<file path="config.mk">
export PLATFORM = sky130hd
export DESIGN_NAME = lpf4_ctrl
export DESIGN_NICKNAME = d
export VERILOG_FILES = /design/src/design/lpf4_pkg.sv /design/src/design/lpf4_ctrl.sv
export VERILOG_INCLUDE_DIRS = /design/src /design/src/design
export SDC_FILE = /design/constraint.sdc
export NUM_CORES = 1
export LEC_CHECK = 0
export ABC_CLOCK_PERIOD_IN_PS = 1700
export BUFFER_PORTS_ARGS = -buffer_cell sky130_fd_sc_hd__buf_2
export CAP_MARGIN = 10
export CORE_ASPECT_RATIO = 0.9
export CORE_MARGIN = 4
export CORE_UTILIZATION = 25
export CTS_CLUSTER_DIAMETER = 100
export CTS_CLUSTER_SIZE = 20
export DETAILED_ROUTE_END_ITERATION = 8
export GPL_TIMING_DRIVEN = 1
export HOLD_SLACK_MARGIN = 0.03
export SYNTH_ARGS = -nofsm -noshare
export SYNTH_HDL_FRONTEND = slang
export SYNTH_SLANG_ARGS = --single-unit
</file>
<file path="constraint.sdc">
create_clock -name clock -period 1.7 [get_ports clock]
set_clock_uncertainty 0.1 [all_clocks]
set_input_delay 0.34 -clock clock [delete_from_list [all_inputs] [get_ports clock]]
set_output_delay 0.34 -clock clock [all_outputs]
set_load 0.01 [all_outputs]
</file>
<file path="src/design/assert_macros.svh">
// ----------------------------------------------------------------------------
// assert_macros.svh
// assertion helpers, compiled out when SYNTH is defined
// ----------------------------------------------------------------------------
`ifndef ASSERT_MACROS_SVH
`define ASSERT_MACROS_SVH

`ifndef SYNTH
`define CHK_PROP(label, clk, rst, prop) \
   label: assert property (@(posedge clk) disable iff (rst) (prop)) \
      else $error("assertion failed");
`define CHK_NEVER(label, clk, rst, expr) \
   label: assert property (@(posedge clk) disable iff (rst) !(expr)) \
      else $error("forbidden condition seen");
`else
`define CHK_PROP(label, clk, rst, prop)
`define CHK_NEVER(label, clk, rst, expr)
`endif

`endif

</file>
<file path="src/design/lpf4_pkg.sv">
// ----------------------------------------------------------------------------
// lpf4_pkg
// types and constants of the multichannel fourth-order lowpass
// ----------------------------------------------------------------------------
package lpf4_pkg;

   localparam int MAX_CHANNELS_DEF = 16;
   localparam int SAMPLE_W = 24;
   localparam int CHAN_W   = 4;
   localparam int GAIN_W   = 48;
   localparam int COEF_W   = 52;
   localparam int CSR_IDX_W = 3;
   localparam int ROW_W    = 4 * SAMPLE_W;
   localparam int NUM_W    = 28;
   localparam int PROD_W   = COEF_W + NUM_W;
   localparam int ACC_W    = 86;

   // register indexes
   localparam logic [CSR_IDX_W-1:0] REG_GAIN = 3'd0;
   localparam logic [CSR_IDX_W-1:0] REG_FB1  = 3'd1;
   localparam logic [CSR_IDX_W-1:0] REG_FB2  = 3'd2;
   localparam logic [CSR_IDX_W-1:0] REG_FB3  = 3'd3;
   localparam logic [CSR_IDX_W-1:0] REG_FB4  = 3'd4;

   // item kinds
   localparam logic KIND_SAMPLE = 1'b0;
   localparam logic KIND_CLEAR  = 1'b1;

   // product selects
   localparam logic [2:0] SEL_GAIN = 3'd0;
   localparam logic [2:0] SEL_LAST = 3'd4;

   typedef struct packed {
      logic                       kind;
      logic [CHAN_W-1:0]          chan;
      logic signed [SAMPLE_W-1:0] in_sample;
   } lpf4_req_type;

   typedef struct packed {
      logic [CHAN_W-1:0]          out_chan;
      logic signed [SAMPLE_W-1:0] out_sample;
      logic                       saturated;
   } lpf4_rsp_type;

   typedef struct packed {
      logic       take;
      logic       clear_all;
      logic       load_num;
      logic       mul_en;
      logic [2:0] mul_sel;
      logic       finish;
   } lpf4_cmd_type;

   typedef struct packed {
      logic req_clear;
      logic req_in_range;
      logic out_busy;
   } lpf4_sts_type;

endpackage

</file>
<file path="src/design/lpf4_ctrl.sv">
// ----------------------------------------------------------------------------
// lpf4_ctrl
// sequencer: take, numerator, five product steps, pipeline drain, finish
// ----------------------------------------------------------------------------
`include "assert_macros.svh"

module lpf4_ctrl import lpf4_pkg::*; (
   input  logic         clock,
   input  logic         reset,
   input  logic         req_valid,
   output logic         req_stall,
   output lpf4_cmd_type cmd,
   input  lpf4_sts_type sts
);

   localparam logic [2:0] S_IDLE = 3'd0;
   localparam logic [2:0] S_LOAD = 3'd1;
   localparam logic [2:0] S_MUL  = 3'd2;
   localparam logic [2:0] S_WAIT = 3'd3;
   localparam logic [2:0] S_FIN  = 3'd4;

   logic [2:0] state_ff, state_in;
   logic [2:0] cnt_ff, cnt_in;

   assign req_stall = (state_ff != S_IDLE);

   always_comb begin
      state_in = state_ff;
      cnt_in   = cnt_ff;
      cmd      = '0;
      unique case (state_ff)
         S_IDLE: begin
            if (req_valid) begin
               cmd.take      = sts.req_in_range && !sts.req_clear;
               cmd.clear_all = sts.req_clear;
               if (!sts.req_clear && sts.req_in_range) state_in = S_LOAD;
            end
         end
         S_LOAD: begin
            cmd.load_num = 1'b1;
            cnt_in       = '0;
            state_in     = S_MUL;
         end
         S_MUL: begin
            cmd.mul_en  = 1'b1;
            cmd.mul_sel = cnt_ff;
            cnt_in      = cnt_ff + 3'd1;
            if (cnt_ff == SEL_LAST) begin
               cnt_in   = '0;
               state_in = S_WAIT;
            end
         end
         S_WAIT: begin
            // products still in flight through the two pipeline stages
            cnt_in = cnt_ff + 3'd1;
            if (cnt_ff == 3'd1) state_in = S_FIN;
         end
         S_FIN: begin
            if (!sts.out_busy) begin
               cmd.finish = 1'b1;
               state_in   = S_IDLE;
            end
         end
         default: state_in = S_IDLE;
      endcase
   end

   always_ff @(posedge clock) begin
      if (reset) begin
         state_ff <= S_IDLE;
         cnt_ff   <= '0;
      end else begin
         state_ff <= state_in;
         cnt_ff   <= cnt_in;
      end
   end

   `CHK_PROP(a_mul_count, clock, reset, (state_ff == S_MUL) |-> (cnt_ff <= SEL_LAST))
   `CHK_NEVER(a_finish_busy, clock, reset, cmd.finish && sts.out_busy)
   `CHK_PROP(a_take_path, clock, reset, cmd.take |=> (state_ff == S_LOAD) ##1 (state_ff == S_MUL))
   `CHK_PROP(a_finish_idle, clock, reset, cmd.finish |=> (state_ff == S_IDLE))

endmodule

</file>
# [Word-level counts from Yosys, hierarchy flattened]
# Cells that the tools add are included.
[op_classes] n_eq_ne=11 add_sub_neg=1 n_mux=14 n_reduce_logical=6
[op_table] operator="3-bit two-way mux" count=6
[op_table] operator="3-bit case mux with 5 select lines" count=1
[op_table] operator="2-bit inequality test, second input constant" count=5
[op_table] operator="3-bit case mux with 3 select lines" count=1
[op_table] operator="3-bit by 1-bit equality test with 1-bit output, second input constant" count=2
[op_table] operator="3-bit by 2-bit equality test with 1-bit output, second input constant" count=2
[op_table] operator="3-bit equality test, second input constant" count=2
[op_table] operator="3-bit nonzero test" count=2
[op_table] operator="5-bit AND reduction" count=1
[op_table] operator="2-bit two-way mux" count=2
[op_table] operator="4-bit two-way mux" count=1
[op_table] operator="3-bit by 1-bit adder with 3-bit output, second input constant" count=1
[op_table] operator="3-bit logical NOT" count=1
[op_table] operator="1-bit two-way mux" count=3
[op_table] operator="1-bit logical AND" count=1
[op_table] operator="1-bit logical NOT" count=1
[word_totals] out_inout_bits=9 wordCells=34 regBits=6 inputBits=6

# [Depth between registers and ports, before layout]
# Gate-level depths: netlist (run 1).
[depth] ltp_word=5 ltp_mapped=5 depth_no_buf=5

# [Worst setup path before layout (run 1)]
# Ideal clock, no wire load.
[synth_path] path_kind="reg2out" start="register state_ff[0]" end="output cmd[7] in the netlist's numbering" t_arrival_ns=0.989 path_stages_with_launch=4 slack_ns=0.271 required_time_ns=1.260 path_buffers=1 path_cell_list="dfxtp_1 buf_2 nor3_1 and4_1"
[synth_rtl] element="start, declared" line="lpf4_ctrl.sv:22" rtl="logic [2:0] state_ff, state_in;"
[synth_rtl] element="start signal, assigned" line="lpf4_ctrl.sv:73" rtl="state_ff <= state_in;"
[synth_rtl] element="end, declared" line="lpf4_ctrl.sv:12" rtl="output lpf4_cmd_type cmd,"

==> results.yml, run 1 <==
setup_path:
  worst_ep_arrival_time_ns: 1.15
  cp.required_ns: 1.26
  crit_type: "flip-flop to output port"
  maximum_fanout_encountered_on_the_critical_timing_path: 12
  critPathCaptureType: "output port"
  cp-start-kind: "flip-flop"
placed_design:
  place.port_buffers: 14
  detailed_place_hpwl_um: 717.1
  finalWeightedCongestion: 0.7552
global_routing:
  grt_pass1_wl_um: 1469
  grtUsageTotal_pct: 8.245
  grt_antenna_before_repair: 0
  first_global_vias: 348
  grt_max_degree: 15
  grt.overflow.total: 0
timing:
  relative_slew_slack_pct: 85.60
  setup_viol: 0
  clock.fmax_ghz: 0.6272
  setup-tns-final_ns: 0
  slew_viol_final: 0
  period_minus_slack_ns: 1.594
  post-route-period-util_pct: 93.79
  final_hold_viol_count: 0
  rsz_0062_raised_after_global_routing: "false"
  worst_hold_slack_ns: 0.2535
  worst_pin_slew_ns: 0.2137
finish:
  antenna-diode-count: 0
  mostFrequentLayoutCells: "sky130_fd_sc_hd__buf_2, sky130_fd_sc_hd__inv_1, sky130_fd_sc_hd__and3_1"
  post_route_cells_drive_above_1_share_pct: 36.76
  finalNetCount: 79
  num-fill-cells: 192
  most_common_cell_after_layout_fill_and_taps_aside: "sky130_fd_sc_hd__buf_2"
  area_growth_syn_to_layout_pct: 27.32
floorplan:
  top_level_ports: 15
  die_area_um2: 2516
  floorplan.initialDensity_pct: 26.41
  rows: 14
  fp.dieH_um: 47.99
  die_width_um: 52.43
  core_region_area_um2: 1682
cts:
  root_buffer: "sky130_fd_sc_hd__clkbuf_4"
  cts-root-to-sink-buffers: 2
  tritoncts: "done"
  cts_buffers: 3
  clk-insertion-delay-late_ns: 0.24
  tritoncts_num_sinks: 6
  hold_buffers: 0
  buffers_inserted_during_post_cts_setup_optimization: 0
  htreeDepth: 1
  worst_path_clk_slew_ns: 0.05
yosys:
  synth-compound-area-share_pct: 20.28
  synth-xor-area-share_pct: 0
  syn_area_per_cell_um2: 8.225
  synth.mux.area_fraction_pct: 2.254
  synth_simple_gate_area_share_pct: 32.96
  synth_fp_nets: 63
  synthesis.instances: 54
  sequential_element_share_of_the_synthesized_area_pct: 27.04
  synth-adder-area-share_pct: 8.451
  synth_top_family_by_area: "simple AND/OR/NAND/NOR gates"
  syn_area_um2: 444.2
  synth_cell_type_count: 28
  synthesis.yosys.warnings: 0
  ys_ff_latch: 6
power:
  switchingPower_mw: 0.1089
  switching_share_pct: 29.22
  design_power_total_mw: 0.3726
  total_leakage_power_nw: 0.2621
  cellPowerDensity_nw_per_um2: 658.9
  power.share.combinational_pct: 19.4
  internal_power_mw: 0.2637
  power.ir.vdd_worst_v: 0.0001591
  clock_network_fraction_of_design_power_pct: 36.8
  sequentialPowerShare_pct: 43.8
detailed_routing:
  vias_per_cell: 4.685
  drt-initial-drc-count: 8
  routed_wirelength_um: 974
  wl_per_cell_um: 10.59
  post_drt_antenna_nets: 0
  detailedRoute.firstPassIterationCount: 4
  num_vias: 431
  remaining_drc_errors: 0
outcome:
  run_status: "complete, no violations"
job:
  maxCapViolCount: 0
hold_path:
  timing.hold.worst.class: "primary input to flip-flop"
==> layout make-up <==
cell class                      instances  area [um2]  share of cell area (%)
Tap cell                               24       30.03                   5.310
Timing Repair Buffer                   14       70.07                   12.39
Multi-Input combinational cell         40       295.3                   52.21
Clock buffer                            3       22.52                   3.982
Inverter                                5       18.77                   3.319
Sequential cell                         6       128.9                   22.79
==> state kept, by name (all words and copies together) (netlist names) <==
register and count:
cnt_ff 3, state_ff 3
==> worst max-delay path, stage by stage (launching register included) <==
cell and delay (ns):
sky130_fd_sc_hd__dfxtp_4 0.39, sky130_fd_sc_hd__nor3_4 0.21, sky130_fd_sc_hd__and4_1 0.18, sky130_fd_sc_hd__buf_2 0.12
==> final timing paths <==
path,from,end,slack [ns],depth (start not counted)
hold reg to reg,cnt_ff[0],cnt_ff[0],0.43,2
setup reg to reg,cnt_ff[0],cnt_ff[2],0.35,4
hold / removal,reset,state_ff[2],0.25,2
setup / recovery,state_ff[0],cmd[7],0.11,3
==> synth_stat cells <==
| cell | number | area share [%] |
|---|---|---|
| sky130_fd_sc_hd__mux2i_1 | 1 | 2.3 |
| sky130_fd_sc_hd__inv_1 | 5 | 4.2 |
| sky130_fd_sc_hd__nor2_1 | 3 | 2.5 |
| sky130_fd_sc_hd__nand4b_1 | 1 | 2.0 |
| sky130_fd_sc_hd__a211oi_2 | 1 | 2.8 |
| sky130_fd_sc_hd__a31o_2 | 2 | 3.9 |
| sky130_fd_sc_hd__a21oi_1 | 3 | 3.4 |
| sky130_fd_sc_hd__o21ai_0 | 2 | 2.3 |
| sky130_fd_sc_hd__nand2b_1 | 1 | 1.4 |
| sky130_fd_sc_hd__and4_1 | 1 | 2.0 |
| sky130_fd_sc_hd__and2_1 | 1 | 1.4 |
| sky130_fd_sc_hd__or3b_1 | 1 | 2.0 |
| sky130_fd_sc_hd__o211ai_1 | 1 | 1.7 |
| sky130_fd_sc_hd__nand3_1 | 1 | 1.1 |
| sky130_fd_sc_hd__nor3b_1 | 1 | 1.7 |
| sky130_fd_sc_hd__buf_2 | 2 | 2.3 |
| sky130_fd_sc_hd__nor2b_1 | 1 | 1.4 |
| sky130_fd_sc_hd__nand2_1 | 3 | 2.5 |
| sky130_fd_sc_hd__ha_1 | 3 | 8.5 |
| sky130_fd_sc_hd__and3_1 | 4 | 5.6 |
| sky130_fd_sc_hd__buf_6 | 1 | 2.5 |
| sky130_fd_sc_hd__or3_1 | 1 | 1.4 |
| sky130_fd_sc_hd__nand3b_1 | 1 | 1.7 |
| sky130_fd_sc_hd__dfxtp_1 | 6 | 27 |
| sky130_fd_sc_hd__o21bai_4 | 1 | 4.2 |
| sky130_fd_sc_hd__a311oi_1 | 1 | 2.0 |
| sky130_fd_sc_hd__and2b_1 | 1 | 1.7 |
| sky130_fd_sc_hd__nor3_1 | 4 | 4.5 |
==> stage by stage <==
stage / setup WS (ns) / cell area [um2] / utilization (%) / std cells
global placement: 0.2331 / 523.0 / 31.10 / 89
finish: 0.1055 / 565.5 / 33.63 / 92
CTS: 0.05782 / 553.0 / 32.89 / 92
detailed placement: 0.1940 / 523.0 / 31.10 / 89
floorplan: 0.2714 / 444.2 / - / 54
global route: 0.005731 / 565.5 / 33.63 / 92
==> timing repair <==
action,CTS,global route
endpoints found under the setup margin,6,6
pin swaps,0,2
endpoints found under the hold margin,0,0
gates resized for setup,3,4
==> routing by layer <==
| metal | track usage (%) | wire length (um) |
|---|---|---|
| met1 | 10.79 | 505 |
| met2 | 11.14 | 417 |
| met3 | 1.869 | 31 |
| met4 | 7.653 | 19 |
| met5 | 0 | 0 |
==> power by group through the flow <==
stage | Sequential (mW) | Clock [mW] | Combinational (mW)
3_3_place_gp | 0.163 | 0 | 0.0693
3_5_place_dp | 0.164 | 0 | 0.0691
2_1_floorplan | 0.156 | 0 | 0.0534
5_1_grt | 0.165 | 0.153 | 0.0811
4_1_cts | 0.163 | 0.141 | 0.0704
6_report | 0.163 | 0.137 | 0.0721
==> cells by family after synthesis <==
kind of cell / after synthesis
AOI/OAI and AO/OA: 11
DFF: 6
buffers and inverters: 8
and+or+nand+nor: 25
adders and majority gates: 3
muxes: 1
Note: power is estimated with default switching activity, not from simulation.
==> inputs of run 2 (changes only) <==
SETUP_SLACK_MARGIN = 0.2   (was unset)
==> run 2 against run 1 <==
  * Fmax rose by 3.6%
  * Combinational power rose by 28%
  * Utilization rose by 2.5 points
  * Die area did not move
  * Register-to-register slack got worse by 0.10 ns
  * Flip-flop and latch count did not move
  * Sequential share of layout area fell by 1.2 points
  * Final cell count rose by 5.4%
  * Via count rose by 6.3%
  * Non-clock buffer count rose by 5
  * Wire length rose by 4.9%
  * Critical path type unchanged
  * Highest routed layer unchanged
==> results.yml, run 2 (synthesized netlist as in run 1, its figures left out) <==
global_routing:
  grt_max_degree: 11
  grt_pass1_wl_um: 1628
  global_route.usage.met1_pct: 11.90
  grt_antenna_before_repair: 0
  groute.layer.met3.usage_pct: 1.869
  grtUsageMet2_pct: 12.87
  grt.overflow.total: 0
  grt-busiest-layer: "met2"
  grtUsageTotal_pct: 9.109
  first_global_vias: 392
placed_design:
  placedCellCount: 89
  place.port_buffers: 14
  detailed_place_hpwl_um: 717.1
  finalWeightedCongestion: 0.7552
  detailed_place.area_um2: 523.0
finish:
  final_design_area_no_fill_um2: 608.1
  antenna-diode-count: 0
  area_growth_syn_to_layout_pct: 36.90
  post_route_cells_drive_above_1_share_pct: 42.47
  mostFrequentLayoutCells: "sky130_fd_sc_hd__buf_2, sky130_fd_sc_hd__inv_1, sky130_fd_sc_hd__buf_4, sky130_fd_sc_hd__and3_1"
  most_common_cell_after_layout_fill_and_taps_aside: "sky130_fd_sc_hd__buf_2"
  finalNetCount: 84
  final-instance-count-excl-fill: 97
  final_core_utilization_pct: 36.16
  top_regs: "cnt_ff: 3 flops, state_ff: 3 flops"
timing:
  final_hold_viol_count: 0
  period_minus_slack_ns: 1.539
  setup-tns-final_ns: 0
  rsz_0062_raised_after_global_routing: "true"
  worst_pin_slew_ns: 0.2273
  setup_viol: 0
  relative_slew_slack_pct: 84.74
  slew_viol_final: 0
  clock.fmax_ghz: 0.6497
  worst_hold_slack_ns: 0.2557
  post-route-period-util_pct: 90.54
detailed_routing:
  remaining_drc_errors: 0
  post_drt_antenna_nets: 0
  num_vias: 458
  vias_per_cell: 4.722
  wl_per_cell_um: 10.54
  routed_wirelength_um: 1022
  detailedRoute.firstPassIterationCount: 4
  drt-initial-drc-count: 9
cts:
  clk-insertion-delay-late_ns: 0.24
  tritoncts_num_sinks: 6
  root_buffer: "sky130_fd_sc_hd__clkbuf_4"
  hold_buffers: 0
  cts_buffers: 3
  cts-root-to-sink-buffers: 2
  tritoncts: "done"
  htreeDepth: 1
  worst_path_clk_slew_ns: 0.05
power:
  switching_share_pct: 28.85
  clock_network_fraction_of_design_power_pct: 35.5
  internal_power_mw: 0.2725
  switchingPower_mw: 0.1105
  cellPowerDensity_nw_per_um2: 629.8
  power.share.combinational_pct: 24.1
  sequentialPowerShare_pct: 40.4
  total_leakage_power_nw: 0.2900
  power.ir.vdd_worst_v: 0.0001430
hold_path:
  timing.hold.worst.class: "primary input to flip-flop"
  timing.hold.worst.start: "reset"
  hold_path_depth: 2
  timing.hold.worst_endpoint: "state_ff[2]"
floorplan:
  top_level_ports: 15
  rows: 14
  die_area_um2: 2516
  fp.dieH_um: 47.99
  floorplan.initialDensity_pct: 26.41
  die_width_um: 52.43
  core_region_area_um2: 1682
setup_path:
  cells_traversed_along_the_worst_timing_path: "nor3_4 > and4_1 > buf_2"
  critPathCaptureType: "output port"
  timing.reg2reg.setup_slack_ns: 0.25
  worst_ep_arrival_time_ns: 1.10
  critical_path.reg2reg.startpoint: "state_ff[0]"
  cp.required_ns: 1.26
  cp-start-kind: "flip-flop"
  crit_slowest_cell: "sky130_fd_sc_hd__dfxtp_4"
  slowest_delay_ns: 0.36
  reg2reg_depth: 5
  maximum_fanout_encountered_on_the_critical_timing_path: 4
  worst_r2r_endpoint: "cnt_ff[2]"
  crit_type: "flip-flop to output port"
job:
  maxCapViolCount: 0
outcome:
  run_status: "complete, no violations"
run 2: cell count changes in the layout (fill, tap and decap cells not counted), sizes merged:
cell	change
buf	+5
run 2: cell type report:
cell class | count | area [um2]
clock buffers | 3 | 22.52
fillers | 192 | 1074
inverters | 5 | 18.77
multi-input cells | 40 | 297.8
flip-flops and latches | 6 | 131.4
well taps | 24 | 30.03
repair buffers | 19 | 107.6
run 2: worst max-delay path: cells and delay by family (launching register included):
family                 cells  cell delay (ns)
buffers and inverters      1             0.12
AND/OR/NAND/NOR            2             0.38
flip-flops                 1             0.36
run 2: timing repair:
item | CTS | global route
endpoints found under the setup margin | 9 | 8
setup buffers | 5 | 0
pin swaps | 2 | 3
gates resized for setup | 8 | 1
cloned | 0 | 0
run 2: worst max-delay path by stage:
| stage | from | end | slack, ns | cells past startpoint |
|---|---|---|---|---|
| 2_1_floorplan | state_ff[0] | cmd[7] | 0.27 | 3 |
| 3_3_place_gp | state_ff[0] | cmd[7] | 0.23 | 3 |
| 3_5_place_dp | state_ff[0] | cmd[7] | 0.19 | 3 |
| 4_1_cts | state_ff[0] | cmd[7] | 0.14 | 3 |
| 5_1_grt | state_ff[1] | cmd[7] | 0.06 | 3 |
| 6_report | state_ff[1] | cmd[7] | 0.16 | 3 |
run 2: per-stage QoR:
step           setup WS [ns]  total power, mW
2_1_floorplan         0.2714           0.2090
3_3_place_gp          0.2331           0.2328
3_5_place_dp          0.1940           0.2333
4_1_cts               0.1380           0.3865
5_1_grt              0.06218           0.4099
6_report              0.1609           0.3830
run 2: power groups by stage:
stage | clock network (mW) | registers [mW] | logic, mW
global placement | 0 | 0.163 | 0.0693
global route | 0.150 | 0.156 | 0.104
floorplan | 0 | 0.156 | 0.0534
detailed placement | 0 | 0.164 | 0.0691
finish | 0.136 | 0.155 | 0.0921
CTS | 0.141 | 0.154 | 0.0919
run 2: routing by layer:
layer | vias up | routed length (um) | share of wire (%)
li1 | 234 | - | -
met1 | 206 | 485 | 47
met2 | 16 | 466 | 46
met3 | 2 | 51 | 5.0
met4 | 0 | 19 | 1.9
met5 | - | 0 | 0
==> inputs of run 3 (changes only) <==
BUFFER_PORTS_ARGS = -buffer_cell sky130_fd_sc_hd__buf_4   (was -buffer_cell sky130_fd_sc_hd__buf_2)
==> run 3 against run 2 <==
  * Wire length shrank 5.3%
  * Setup slack worse by 0.0068 ns
  * Count of clock-buffer cells in the layout unchanged
  * Worst hold slack got worse by 0.044 ns
  * Flip-flop and latch count did not move
  * Via count fell by 9.0%
  * Global-route usage down 1.2 points
  * Non-clock buffer count shrank 3
  * Total power is 1.1% lower
==> results.yml, run 3 (synthesized netlist as in run 1, its figures left out) <==
outcome:
  run_status: "complete, no violations"
timing:
  period_minus_slack_ns: 1.546
  final_hold_viol_count: 0
  setup_viol: 0
  setup-tns-final_ns: 0
  clock.fmax_ghz: 0.6469
  slew_viol_final: 0
  post-route-period-util_pct: 90.94
  rsz_0062_raised_after_global_routing: "true"
  worst_pin_slew_ns: 0.2428
  relative_slew_slack_pct: 83.81
  worst_hold_slack_ns: 0.2118
setup_path:
  start_point_of_the_critical_path: "state_ff[2]"
  maximum_fanout_encountered_on_the_critical_timing_path: 6
  crit_type: "flip-flop to output port"
  critPathTopFamily: "simple AND/OR/NAND/NOR gates"
  cp-start-kind: "flip-flop"
  crit_slowest_cell: "sky130_fd_sc_hd__dfxtp_4"
  worst_ep_arrival_time_ns: 1.11
  timing.reg2reg.setup_slack_ns: 0.29
  critPathCaptureType: "output port"
  cp_num_cells: 3
  crit_path_end: "cmd[7]"
  reg2reg_depth: 4
  slowest_delay_ns: 0.36
  worst_r2r_endpoint: "cnt_ff[2]"
  cells_traversed_along_the_worst_timing_path: "nor3_4 > and4_1 > buf_4"
  critical_path.reg2reg.startpoint: "state_ff[2]"
  cp.required_ns: 1.26
  crit_buf_inv: 1
power:
  power.ir.vdd_worst_v: 0.0002798
  cellPowerDensity_nw_per_um2: 606.6
  total_leakage_power_nw: 0.2791
floorplan:
  core_region_area_um2: 1682
  die_width_um: 52.43
  floorplan.initialDensity_pct: 26.41
  top_level_ports: 15
  fp.dieH_um: 47.99
  die_area_um2: 2516
  rows: 14
global_routing:
  first_global_vias: 330
  grt_pass1_wl_um: 1449
  grt_antenna_before_repair: 0
  grt_max_degree: 15
  grt.overflow.total: 0
  grtUsageTotal_pct: 7.942
cts:
  root_buffer: "sky130_fd_sc_hd__clkbuf_4"
  htreeDepth: 1
  clk-insertion-delay-late_ns: 0.24
  tritoncts_num_sinks: 6
  cts_buffers: 3
  worst_path_clk_slew_ns: 0.05
  hold_buffers: 0
  tritoncts: "done"
  cts-root-to-sink-buffers: 2
detailed_routing:
  remaining_drc_errors: 0
  vias_per_cell: 4.436
  drt-initial-drc-count: 18
  num_vias: 417
  wl_per_cell_um: 10.30
  post_drt_antenna_nets: 0
  routed_wirelength_um: 968
  detailedRoute.firstPassIterationCount: 4
finish:
  final-instance-count-excl-fill: 94
  finalNetCount: 81
  num-fill-cells: 179
  antenna-diode-count: 0
  area_growth_syn_to_layout_pct: 40.56
  mostFrequentLayoutCells: "sky130_fd_sc_hd__buf_4, sky130_fd_sc_hd__inv_1, sky130_fd_sc_hd__and3_1"
  area_of_the_multi_input_gates_um2: 297.8
  post_route_cells_drive_above_1_share_pct: 40.00
  regArea_um2: 131.4
  most_common_cell_after_layout_fill_and_taps_aside: "sky130_fd_sc_hd__buf_4"
  top_regs: "cnt_ff: 3 flops, state_ff: 3 flops"
hold_path:
  hold_path_depth: 2
  timing.hold.worst.class: "primary input to flip-flop"
placed_design:
  finalWeightedCongestion: 0.7345
  detailed_place_hpwl_um: 696.3
  place.port_buffers: 14
  placedCellCount: 89
job:
  maxCapViolCount: 0
-- run 3: report_power, final --
| part | total (mW) | leakage (nW) | internal (mW) | switching (mW) |
|---|---|---|---|---|
| combinational | 0.0868 | 0.214 | 0.0486 | 0.0383 |
| sequential | 0.160 | 0.0509 | 0.145 | 0.0153 |
| clock | 0.132 | 0.0138 | 0.0799 | 0.0517 |
-- run 3: through the flow --
step	setup WS, ns	utilization (%)	total power, mW	area, um2
2_1_floorplan	0.2714	-	0.2090	444.2
3_3_place_gp	0.2260	33.18	0.2414	558.0
3_5_place_dp	0.2022	33.18	0.2418	558.0
4_1_cts	0.1386	36.76	0.3818	618.1
5_1_grt	0.06692	37.13	0.4084	624.3
6_report	0.1540	37.13	0.3788	624.3
-- run 3: worst min-delay path by stage --
| stage | start | end | slack [ns] |
|---|---|---|---|
| final | reset | state_ff[2] | 0.21 |
| after CTS | reset | state_ff[2] | 0.20 |
| after detailed placement | cnt_ff[0] | cnt_ff[0] | 0.42 |
| after global placement | cnt_ff[0] | cnt_ff[0] | 0.41 |
| after floorplan | reset | cnt_ff[0] | 0.31 |
| after global routing | reset | state_ff[1] | 0.20 |
-- run 3: what timing repair did --
item	4_1_cts	5_1_grt
setup endpoints to repair	9	9
pin swaps	3	0
buffers inserted	2	0
gates resized for setup	8	2
-- run 3: cell type report --
cell class              count  share of cell area [%]
repair buffers             16                   19.84
multi-input cells          40                   47.70
clock buffers               3                   3.607
flip-flops and latches      6                   21.04
well taps                  24                   4.810
inverters                   5                   3.006
-- run 3: routing by layer --
metal / vias up / part of all wire [%] / GRT usage [%]
met5: - / 0 / 0
met4: 0 / 0 / 3.061
met3: 0 / 6.2 / 3.738
met2: 11 / 45 / 10.89
met1: 181 / 49 / 10.70
li1: 225 / - / -
-- run 3: worst reg2reg max path, cell delays in order, from the launching register on --
cell and delay [ns]:
sky130_fd_sc_hd__dfxtp_4 0.36, sky130_fd_sc_hd__buf_4 0.15, sky130_fd_sc_hd__o21bai_4 0.19, sky130_fd_sc_hd__or3_1 0.33, sky130_fd_sc_hd__a211oi_2 0.21
